<file path="src/rtl/distance_constraint_projection_assert.svh">
// assertion macros shared by the distance constraint projection rtl
// expects clk and rst in the scope of each use
`ifndef DISTANCE_CONSTRAINT_PROJECTION_ASSERT_SVH
`define DISTANCE_CONSTRAINT_PROJECTION_ASSERT_SVH

// same-cycle implication
`define DCP_ASSERT_IMP(label, ante, cons) \
  label: assert property (@(posedge clk) disable iff (rst) (ante) |-> (cons)) \
    else $error("dcp assertion failed");

// next-cycle implication
`define DCP_ASSERT_NEXT(label, ante, cons) \
  label: assert property (@(posedge clk) disable iff (rst) (ante) |=> (cons)) \
    else $error("dcp assertion failed");

`endif

</file>
<file path="src/rtl/dcp_pkg.sv">
// widths, word types and constants of the distance constraint projection
// no dependencies
`timescale 1ns / 1ps

package dcp_pkg;

  localparam int MAG_W   = 32;
  localparam int SQ_W    = 66;
  localparam int ROOT_W  = 33;
  localparam int TRIAL_W = SQ_W + 2;
  localparam int KW_W    = 40;
  localparam int WSUM_W  = 25;
  localparam int REST_W  = 31;
  localparam int NUM_W   = 105;
  localparam int DEN_W   = 74;
  localparam int QUO_W   = 33;
  localparam int DIV_W   = DEN_W + QUO_W;
  localparam int LANES   = 6;
  localparam int AXES    = 3;
  localparam int STIFF_W = 17;
  localparam logic [STIFF_W-1:0] STIFF_ONE = 17'h10000;

  // per-item data carried along the root chain
  typedef struct packed {
    logic [AXES-1:0][MAG_W-1:0] mag;
    logic [AXES-1:0]            dneg;
    logic [KW_W-1:0]            kw0;
    logic [KW_W-1:0]            kw1;
    logic [WSUM_W-1:0]          wsum;
    logic [REST_W-1:0]          rest;
    logic                       applied;
  } side_t;

  typedef struct packed {
    logic              valid;
    logic [SQ_W-1:0]   rem;
    logic [ROOT_W-1:0] root;
    side_t             side;
  } root_word_t;

  typedef struct packed {
    logic                        valid;
    logic [LANES-1:0][NUM_W-1:0] rem;
    logic [LANES-1:0][QUO_W-1:0] quo;
    logic [DEN_W-1:0]            den;
    logic [AXES-1:0]             neg;
    logic                        zero;
    logic                        applied;
  } div_word_t;

endpackage

</file>
<file path="src/rtl/dcp_sqrt_cell.sv">
// one cell of the integer square root chain, settles one root bit
// depends on dcp_pkg
`timescale 1ns / 1ps

module dcp_sqrt_cell import dcp_pkg::*; #(
  parameter int BIT = 0
) (
  input  logic       clk,
  input  logic       rst,
  input  logic       en,
  input  root_word_t in_word,
  output root_word_t out_word
);

  logic [TRIAL_W-1:0] trial;
  root_word_t         word_next;

  // remainder form: rem = s - root^2, trial = 2*root*2^b + 2^(2b)
  always_comb begin
    trial = (TRIAL_W'(in_word.root) << (BIT + 1)) + (TRIAL_W'(1) << (2 * BIT));
    word_next = in_word;
    if (trial <= TRIAL_W'(in_word.rem)) begin
      word_next.rem = in_word.rem - trial[SQ_W-1:0];
      word_next.root[BIT] = 1'b1;
    end
  end

  always_ff @(posedge clk) begin
    if (rst) begin
      out_word.valid <= 1'b0;
    end else if (en) begin
      out_word <= word_next;
    end
  end

endmodule

</file>
<file path="config.mk">
export PLATFORM = sky130hd
export DESIGN_NAME = dcp_sqrt_cell
export DESIGN_NICKNAME = d
export VERILOG_FILES = /design/src/rtl/distance_constraint_projection_assert.svh /design/src/rtl/dcp_pkg.sv /design/src/rtl/dcp_sqrt_cell.sv
export SDC_FILE = /design/constraint.sdc
export NUM_CORES = 1
export LEC_CHECK = 0
export BUFFER_PORTS_ARGS = -buffer_cell sky130_fd_sc_hd__clkbuf_2
export CORE_AREA = 2 2 262 264
export CTS_CLUSTER_SIZE = 14
export DETAILED_ROUTE_END_ITERATION = 6
export DIE_AREA = 0 0 264 266
export GPL_TIMING_DRIVEN = 0
export HOLD_SLACK_MARGIN = 0.1
export SLEW_MARGIN = 5
export SYNTH_ARGS = -nofsm -noshare
export SYNTH_HDL_FRONTEND = slang
export SYNTH_SLANG_ARGS = --single-unit
</file>
<file path="constraint.sdc">
create_clock -name clk -period 28.3 [get_ports clk]
set_input_delay 5.66 -clock clk [delete_from_list [all_inputs] [get_ports clk]]
set_output_delay 5.66 -clock clk [all_outputs]
set_load 0.03 [all_outputs]
</file>
# Word-level counts from Yosys, hierarchy flattened
# Cells that the tools add are included.
# word_totals
ff_bits,336
inputBits,339
output_inout_bits,336
wordCells,19
# op_classes
addsub,2
order_cmp,1
muxes,1
bitwise,1
reduce_logical,1
# ops
op,n
35-bit by 66-bit less-or-equal comparator with 1-bit output,1
66-bit two-way mux,1
66-bit by 35-bit subtractor with 66-bit output,1
"34-bit by 1-bit adder with 35-bit output, second input constant",1
2-bit AND reduction,1
1-bit inverter,1

# Logic depth before layout (Yosys ltp)
# depth
depth_word,3
ltp_mapped,14

# Worst setup path before layout
# Ideal clock, no wire load.
# synth_timing
path_kind,input to register
startpoint,input rst
endpoint,register out_word[0] (netlist name) (enable)
setup_ns,1.084
t_arrival_ns,20.459
required_ns,27.216
setup_slack_ns,6.757
cell_stages,1
path_cell_list,nor2b_1
# synth_between
elab_chain_len,2
# synth_rtl
element,line,text
start: declaration,dcp_sqrt_cell.sv:9,"input logic rst,"
1-bit inverter (no source line),--,
2-bit AND reduction (no source line),--,
end signal: assignment,dcp_sqrt_cell.sv:32,out_word <= word_next;
end: declaration,dcp_sqrt_cell.sv:12,output root_word_t out_word
# No other way between the ends.
# A chain may end at the register's enable or synchronous reset.

==> metrics.yaml <==
outcome: "completed"
top_regs: "out_word (336)"
powerDensity_nw_per_um2: 70.9
worst_slack_ps: 19070
cts_buffers: 43
worstPathRequired_ps: 28590
min_period_over_period: 0.326
syn2layout_area_growth_pct: 45.7
cts_hold_buf: 0
cts_tree: "done"
largest_register_ffs: 336
fmax_mhz: 108
ys_ff_latch: 336
ctsResizeCount: 0
vdd_drop_max_uv: 33.9
worst_pin_slew_ps: 1350
regMostFlops: "out_word"
fin_skew_ps: 0
dieArea_um2: 70200
antenna_found_initial: 23
h-tree-depth: 2
layout.cells.non_filler: 2521
fp.dieW_um: 264
layout.cells.most_common: "clkbuf_2"
seq_area_um2: 10100
cts_buffer_depth: 3
rsz0062_at_grt: "false"
cts_setup_buffers: 0
power_mw: 1.39
rows: 96
dieHeight_um: 266
route.detailed.drc: 0
grt_pass1_vias: 10900
post-dp-hpwl_um: 53800
drtAntennaViolNets: 0
p_leak_nw: 8.17
dp_slack_ps: 18480
grt_util_all_layers: 0.177
syn_area_um2: 13500
synth_edf_count: 335
syn_avg_cell_area_um2: 15.5
wirelength_um: 65100
dp_cells: 2436
synth.net_count: 1244
worstSetupEndpointType: "flip-flop"
yosysSeqAreaShare: 0.748
grt_pass1_wl_um: 86800
wl_per_cell_um: 25.8
cts_root_buffer: "clkbuf_16"
min_period_ps: 9230
crit_arrival_ps: 9520
multiInputGateArea_um2: 3090
io_buffers: 672
gp_congestion: 0.830
critPathMaxFanout: 10
hold_class: "reg -> reg"
path_clk_slew_ps: 60
critical_path_class: "in -> reg"
final-hold-violation-count: 0
clkLatencyLatePin_ps: 560
yosys_warnings: 0
fillers: 7003
setup_viol: 0
vias: 10800
slew_viol_final: 0
synth_flop_cell: "edfxtp_1"
vias_per_cell: 4.29
async_reset_ff_frac: 0
start_util: 0.199
clock_sinks: 336
layout_common_cells: "672 x clkbuf_2, 335 x edfxtp_1, 58 x a21oi_1, 50 x nor2_1, 45 x nand2_1"
grt-ovfl-total: 0
setup-tns-final_ps: 0
drt-initial-drc-count: 772
synth_cell_types: 58
grt_max_degree: 40
netlist_instances: 870
core_area_um2: 67700
max_slew_margin: 0.0900
drive_gt1_frac: 0.472
cap_violations: 0
final_nets: 1973
first_pass_iters: 5
critPathLaunchType: "input pin"
top_level_ports: 675
## path summary, 6_finish.rpt
kind	slack, ps	to	cells after the start	from
max	19070	out_word[323]	12	in_word[255]
min	500	out_word[335]	2	out_word[335]
max reg2reg	27710	out_word[335]	2	out_word[335]
min reg2reg	500	out_word[335]	2	out_word[335]
## cells in the mapped netlist, types with 2 or more instances
cell	count	area, µm²
nand3_1	14	70.1
buf_6	3	33.8
or4_4	2	22.5
o31ai_1	3	22.5
buf_8	2	30.0
nand2b_1	4	25.0
o211ai_1	3	22.5
or2_2	3	18.8
or3_1	3	18.8
nand4b_1	3	26.3
o41ai_1	3	26.3
nor3_1	12	60.1
or4_1	3	22.5
o32ai_1	2	17.5
and4_1	6	52.6
a31oi_1	5	31.3
o21bai_1	7	52.6
a21o_1	18	135
xor2_1	31	272
a21boi_0	4	30.0
nor3b_1	2	15.0
nor4_1	15	93.8
nor2_1	50	188
nand3b_1	5	37.5
and2_1	2	12.5
nand2_1	45	169
xnor2_1	32	280
o311ai_0	2	17.5
nor4b_1	2	17.5
o21a_1	6	45.0
clkbuf_1	29	109
edfxtp_1	335	10100
nand4_1	24	150
a21oi_1	58	290
or3_4	2	22.5
nor2b_1	3	18.8
a211oi_1	4	30.0
ha_1	34	425
inv_1	39	146
a2111oi_0	2	17.5
o21ai_0	31	155
## power breakdown
part           internal [mW]  total [mW]  switching (mW)
Clock                  0.332       0.564           0.232
Combinational         0.0661       0.227           0.161
Sequential             0.590       0.601          0.0107
## per-layer routing
metal  global-route usage  vias to the layer above  wire, µm
li1                     -                     4808         -
met1                0.213                     5354     26000
met2                0.293                      541     30800
met3               0.0713                       94      6510
met4               0.0450                       18      1620
met5                    0                        -       114
## worst max-delay path, stage by stage
cell      delay [ps]
clkbuf_2          90
inv_1             40
ha_1             260
clkbuf_1         360
nand4_1          240
or4_1            690
a211oi_1         370
or4b_2           220
o21ai_0          240
nor4_2           930
nor3_1           180
xor2_1           220
## layout make-up
type / count / area share
Timing Repair Buffer: 684 / 0.183
Sequential cell: 336 / 0.513
Multi-Input combinational cell: 461 / 0.157
Buffer: 34 / 0.00879
Inverter: 39 / 0.00745
Clock buffer: 48 / 0.0568
Antenna cell: 6 / 0.000765
Clock inverter: 31 / 0.0162
Tap cell: 882 / 0.0562
## kinds of logic (layout without fill, tap and decap cells)
logic type,Yosys count,count (layout),synth area share
DFF,336,336,0.748
and+or+nand+nor,203,203,0.0794
AOI/OAI and AO/OA,159,159,0.0745
buffers and inverters,73,836,0.0237
xor gates and xnor gates,63,63,0.0409
adders and majority gates,35,35,0.0330
muxes,1,1,0.000743
other,0,6,0
## through the flow
stage / area (µm²) / hold slack, ps / utilization
floorplan: 13500 / 630 / -
global placement: 17900 / 486 / 0.265
detailed placement: 18200 / 493 / 0.268
CTS: 19600 / 505 / 0.290
global route: 19600 / 521 / 0.290
finish: 19600 / 505 / 0.290
Power figures use the tool's default switching activity.
