**src/rtl/distance_constraint_projection_assert.svh**
```systemverilog
// assertion macros shared by the distance constraint projection rtl
// expects clk and rst in the scope of each use
`ifndef DISTANCE_CONSTRAINT_PROJECTION_ASSERT_SVH
`define DISTANCE_CONSTRAINT_PROJECTION_ASSERT_SVH

// same-cycle implication
`define DCP_ASSERT_IMP(label, ante, cons) \
  label: assert property (@(posedge clk) disable iff (rst) (ante) |-> (cons)) \
    else $error("dcp assertion failed");

// next-cycle implication
`define DCP_ASSERT_NEXT(label, ante, cons) \
  label: assert property (@(posedge clk) disable iff (rst) (ante) |=> (cons)) \
    else $error("dcp assertion failed");

`endif

```
**src/rtl/dcp_pkg.sv**
```systemverilog
// widths, word types and constants of the distance constraint projection
// no dependencies
`timescale 1ns / 1ps

package dcp_pkg;

  localparam int MAG_W   = 32;
  localparam int SQ_W    = 66;
  localparam int ROOT_W  = 33;
  localparam int TRIAL_W = SQ_W + 2;
  localparam int KW_W    = 40;
  localparam int WSUM_W  = 25;
  localparam int REST_W  = 31;
  localparam int NUM_W   = 105;
  localparam int DEN_W   = 74;
  localparam int QUO_W   = 33;
  localparam int DIV_W   = DEN_W + QUO_W;
  localparam int LANES   = 6;
  localparam int AXES    = 3;
  localparam int STIFF_W = 17;
  localparam logic [STIFF_W-1:0] STIFF_ONE = 17'h10000;

  // per-item data carried along the root chain
  typedef struct packed {
    logic [AXES-1:0][MAG_W-1:0] mag;
    logic [AXES-1:0]            dneg;
    logic [KW_W-1:0]            kw0;
    logic [KW_W-1:0]            kw1;
    logic [WSUM_W-1:0]          wsum;
    logic [REST_W-1:0]          rest;
    logic                       applied;
  } side_t;

  typedef struct packed {
    logic              valid;
    logic [SQ_W-1:0]   rem;
    logic [ROOT_W-1:0] root;
    side_t             side;
  } root_word_t;

  typedef struct packed {
    logic                        valid;
    logic [LANES-1:0][NUM_W-1:0] rem;
    logic [LANES-1:0][QUO_W-1:0] quo;
    logic [DEN_W-1:0]            den;
    logic [AXES-1:0]             neg;
    logic                        zero;
    logic                        applied;
  } div_word_t;

endpackage

```
**src/rtl/dcp_div_cell.sv**
```systemverilog
// one cell of the restoring divider chain, one quotient bit for all six lanes
// depends on dcp_pkg
`timescale 1ns / 1ps

module dcp_div_cell import dcp_pkg::*; #(
  parameter int BIT = 0
) (
  input  logic      clk,
  input  logic      rst,
  input  logic      en,
  input  div_word_t in_word,
  output div_word_t out_word
);

  logic [DIV_W-1:0] shifted;
  div_word_t        word_next;

  always_comb begin
    shifted = DIV_W'(in_word.den) << BIT;
    word_next = in_word;
    for (int l = 0; l < LANES; l++) begin
      if (DIV_W'(in_word.rem[l]) >= shifted) begin
        word_next.rem[l] = in_word.rem[l] - shifted[NUM_W-1:0];
        word_next.quo[l][BIT] = 1'b1;
      end
    end
  end

  always_ff @(posedge clk) begin
    if (rst) begin
      out_word.valid <= 1'b0;
    end else if (en) begin
      out_word <= word_next;
    end
  end

endmodule

```
**config.mk**
```make
export PLATFORM = sky130hd
export DESIGN_NAME = dcp_div_cell
export DESIGN_NICKNAME = d
export VERILOG_FILES = /design/src/rtl/distance_constraint_projection_assert.svh /design/src/rtl/dcp_pkg.sv /design/src/rtl/dcp_div_cell.sv
export SDC_FILE = /design/constraint.sdc
export NUM_CORES = 2
export LEC_CHECK = 0
export BUFFER_PORTS_ARGS = -buffer_cell sky130_fd_sc_hd__buf_2
export CAP_MARGIN = 25
export CORE_AREA = 5 5 711 713
export CTS_CLUSTER_SIZE = 30
export DETAILED_ROUTE_END_ITERATION = 7
export DIE_AREA = 0 0 716 718
export MAX_ROUTING_LAYER = met4
export RECOVER_POWER = 100
export SYNTH_ARGS = -nofsm -noshare
export SYNTH_HDL_FRONTEND = slang
export SYNTH_SLANG_ARGS = --single-unit
```
**constraint.sdc**
```tcl
create_clock -name clk -period 56.7 [get_ports clk]
set_input_delay 11.34 -clock clk [delete_from_list [all_inputs] [get_ports clk]]
set_output_delay 11.34 -clock clk [all_outputs]
set_load 0.05 [all_outputs]
```
Word-level counts from Yosys, hierarchy flattened

Cells that the tools add are included.

Output and inout bits: 908
Bits in registers: 908

Magnitude comparators: 6
Multiplexer cells: 6
Reduce and logical (&&, ||, !) cells: 1
Bitwise logic cells: 1
Add/subtract/negate cells: 6

Operators with widths:

| kind                            | number |
|---|---|
| >= comparator 105 x 74 -> 1 bit | 6 |
| 2-to-1 mux 105 bit              | 6 |
| subtractor 105 x 74 -> 105 bit  | 6 |
| AND reduction 2 bit             | 1 |
| inverter 1 bit                  | 1 |

Depth between registers and ports, before layout

Word-level depth: 2
Gate-level depth with buffers: 16
Gate-level depth less buffers: 14

Worst setup path before layout

Ideal clock, no wire load.

Path type: input to register
From: input port rst
To: register out_word[0] (netlist bit) (enable)
Stages on the path: 1
Arrival: 51334 ps
Data required time: 54372 ps
Setup time: 2328 ps
Setup slack: 3038 ps
Path buffers: 0
Cell sequence: nor2b_1

Word-level cells in the longest chain between the ends: 2

Ends and longest elaborated chain:

| element                              | line               | text |
|---|---|---|
| from (decl)                          | dcp_div_cell.sv:9  | `input logic rst,` |
| inverter 1 bit (no source line)      | --                 |  |
| AND reduction 2 bit (no source line) | --                 |  |
| to (signal assigned)                 | dcp_div_cell.sv:33 | `out_word <= word_next;` |
| to (decl)                            | dcp_div_cell.sv:12 | `output div_word_t out_word` |

No other way between the ends.
A chain may end at the register's enable or synchronous reset.

Final worst setup path

From: input port en
To: register out_word[85] (netlist bit) (enable)

Word-level cells in the longest chain between the ends: 1

Ends and longest elaborated chain:

| element                              | line               | text |
|---|---|---|
| from (decl)                          | dcp_div_cell.sv:10 | `input logic en,` |
| AND reduction 2 bit (no source line) | --                 |  |

No other way between the ends.

==> results.sh <==
export IMPL_synth_edf_count=907
export IMPL_cp_startpoint="en"
export IMPL_busiest_layer="met2"
export IMPL_fin_skew_ps=0
export IMPL_synth_commonest_cells="931 x a21oi_1, 907 x edfxtp_1, 778 x nand2_1"
export IMPL_routabilityCongestion=1.01
export IMPL_switching_power_mw=1.15
export IMPL_ys_types=86
export IMPL_setup_viol=0
export IMPL_drt_initial_drc_count=7535
export IMPL_use_met3_pct=8.49
export IMPL_syn_to_final_growth_pct=30.8
export IMPL_path_class="in -> reg"
export IMPL_clkPwrFrac_pct=32.4
export IMPL_slew_limit_headroom_pct=-455
export IMPL_nNetsFinal=10400
export IMPL_cts_hold_buf=0
export IMPL_powerDensity_nw_per_um2=31.1
export IMPL_top_register="out_word"
export IMPL_syn_inst=7316
export IMPL_cp_required_ps=56890
export IMPL_largestRegisters="out_word x908"
export IMPL_pre_cts_slack_ps=39440
export IMPL_grt_max_degree=150
export IMPL_ctsHtreeMaxLevel=4
export IMPL_synth_nets=8677
export IMPL_final_max_slew_viol_count=1795
export IMPL_antenna_found_initial=298
export IMPL_routedWlPerCell_um=37.3
export IMPL_swShare_pct=42.8
export IMPL_met2_usage_pct=35.3
export IMPL_core_area_um2=499000
export IMPL_period_share_pct=51.7
export IMPL_drt_vias_per_instance=4.41
export IMPL_dr_total_vias=70800
export IMPL_status="complete, but fails checks"
export IMPL_synth_area_leader_cell="edfxtp_1"
export IMPL_clock_path_buffers=4
export IMPL_startpoint_type="input pin"
export IMPL_grt_pass1_vias=65900
export IMPL_die_h_um=718
export IMPL_synthArstFlopShare_pct=0
export IMPL_seqPwrFrac_pct=32.4
export IMPL_io_pins=1819
export IMPL_clock_sinks=908
export IMPL_cp_slowest_stage_delay_ps=5860
export IMPL_cts_resized=0
export IMPL_drv_cap=39
export IMPL_synth_area_top_cells="edfxtp_1 41%, ha_1 8.4%, a21oi_1 7.1%"
export IMPL_critPathMaxFanout=149
export IMPL_root_buffer="clkbuf_16"
export IMPL_syn_area_per_cell_um2=9.01
export IMPL_routed_wl_mm=598
export IMPL_timing_hold_ws_ps=566
export IMPL_ys_warnings_count=0
export IMPL_clk_pin_slew_ps=60
export IMPL_period_needed_ps=29320
export IMPL_finalSetupTns_ps=0
export IMPL_cp_arrival_ps=29510
export IMPL_hp_class="reg -> reg"
export IMPL_hold_violations=0
export IMPL_grtUsageTotal_pct=22.7
export IMPL_crit_path_end="out_word[85]"
export IMPL_crit_slowest_cell="clkbuf_1"
export IMPL_worst_pin_slew_ps=8330
export IMPL_firstDrtPassIters=8
export IMPL_detail_route_antenna_nets=0
export IMPL_r2r_end="out_word[907]"
export IMPL_clk_insertion_delay_late_ps=860
export IMPL_cts_made_buffers=134
export IMPL_cp_common_cell="clkbuf_1"
export IMPL_drc=0
export IMPL_fin_util_pct=17.3
export IMPL_tritoncts="built"
export IMPL_met1_usage_pct=23.6
export IMPL_die_area_um2=514000
export IMPL_pwr_share_comb_pct=35.3
export IMPL_rr_worst_depth=2
export IMPL_yosysSeqAreaShare_pct=41.3
export IMPL_rsz0062_at_grt="false"
export IMPL_io_buffers=1818
export IMPL_grt_ovfl_total=0
export IMPL_ys_flop_type="edfxtp_1"
export IMPL_rows=260
export IMPL_total_leakage_power_nw=30.2
export IMPL_synth_seq_cells=908
export IMPL_end_kind="register"
export IMPL_r2r_start="out_word[907]"
export IMPL_syn_area_um2=65900
export IMPL_largest_reg_flops=908
export IMPL_start_util_pct=13.2
export IMPL_setup_slack_ps=27380
export IMPL_cp_cell_sequence="clkbuf_1, nor2b_1, clkbuf_1, clkbuf_1, clkbuf_1, clkbuf_1, clkbuf_1"
export IMPL_hpwl_mm=508
export IMPL_internal_power_mw=1.54
export IMPL_synth_top_cell_area_share_pct=41.3
export IMPL_violations="max-capacitance violations, max-slew violations"
export IMPL_post_synth_top_count_cell="a21oi_1"
export IMPL_grt_pass1_wl_mm=734
export IMPL_fp_dieW_um=716
export IMPL_layout_drive_gt1_share_pct=13.3
export IMPL_fillers=56900
export IMPL_fmax_mhz=34.1
export IMPL_ir_drop_mv=0.0212
export IMPL_reg2reg_slack_ps=56070
export IMPL_post_cts_buffers=0
power groups by stage:
stage	registers (mW)	logic, mW	clock network [mW]
after floorplan	1.10	0.332	0
after detailed placement	0.878	0.955	0
after global placement	0.879	0.960	0
after global routing	0.874	0.984	0.920
after CTS	0.866	0.960	0.901
final	0.870	0.947	0.869
through the flow:
stage / area, um2 / cells / total power, mW
CTS: 87100 / 15800 / 2.73
global route: 86100 / 16000 / 2.78
global placement: 82800 / 15600 / 1.84
detailed placement: 82800 / 15600 / 1.83
floorplan: 65900 / 7316 / 1.44
finish: 86300 / 16000 / 2.69
metal layers:
layer | wire length [um] | vias to the layer above
li1 | - | 30900
met3 | 65100 | 1068
met2 | 269000 | 4221
met1 | 210000 | 34600
met4 | 54300 | 0
met5 | 0 | -
logic make-up after synthesis:
| group | Yosys count | share of synthesized area [%] |
|---|---|---|
| AOI/OAI and AO/OA | 2230 | 20.2 |
| xor gates and xnor gates | 606 | 8.05 |
| adders and majority gates | 450 | 8.61 |
| buffers and inverters | 559 | 3.20 |
| DFF | 908 | 41.3 |
| muxes | 31 | 0.524 |
| and+or+nand+nor | 2532 | 18.1 |
critical path: cells and delay by family:
family	cells	cell delay, ps
and+or+nand+nor	1	2190
buffers and inverters	6	15500
how the worst min path moves through the flow:
stage,from,to,slack (ps),cells after the start
6_report,out_word[907],out_word[907],570,2
5_1_grt,out_word[907],out_word[907],610,2
4_1_cts,out_word[907],out_word[907],560,2
3_5_place_dp,out_word[907],out_word[907],540,2
3_3_place_gp,out_word[907],out_word[907],570,2
2_1_floorplan,out_word[907],out_word[907],730,2
cell usage in the layout (no fill, tap or decap), types with 94 or more instances in the layout:
cell	count
xnor2_1	357
xor2_1	249
nand4_1	234
nor3_1	162
diode_2	260
clkbuf_1	1055
clkbuf_16	136
nand2_1	778
nor2_1	739
buf_2	812
a21oi_1	931
inv_1	150
edfxtp_1	907
a21o_1	194
o21ai_0	515
o21bai_1	141
ha_1	444
nand3_1	148
nor4_1	94
final cells by class:
type / count / area [um2] / share of cell area [%]
Inverter: 223 / 837 / 0.970
Multi-Input combinational cell: 5849 / 36600 / 42.4
Clock buffer: 151 / 3460 / 4.01
Clock inverter: 83 / 837 / 0.970
Timing Repair Buffer: 1894 / 8280 / 9.60
Tap cell: 6681 / 8360 / 9.69
Sequential cell: 908 / 27300 / 31.6
Antenna cell: 260 / 651 / 0.754
(Power assumes the default switching activity.)
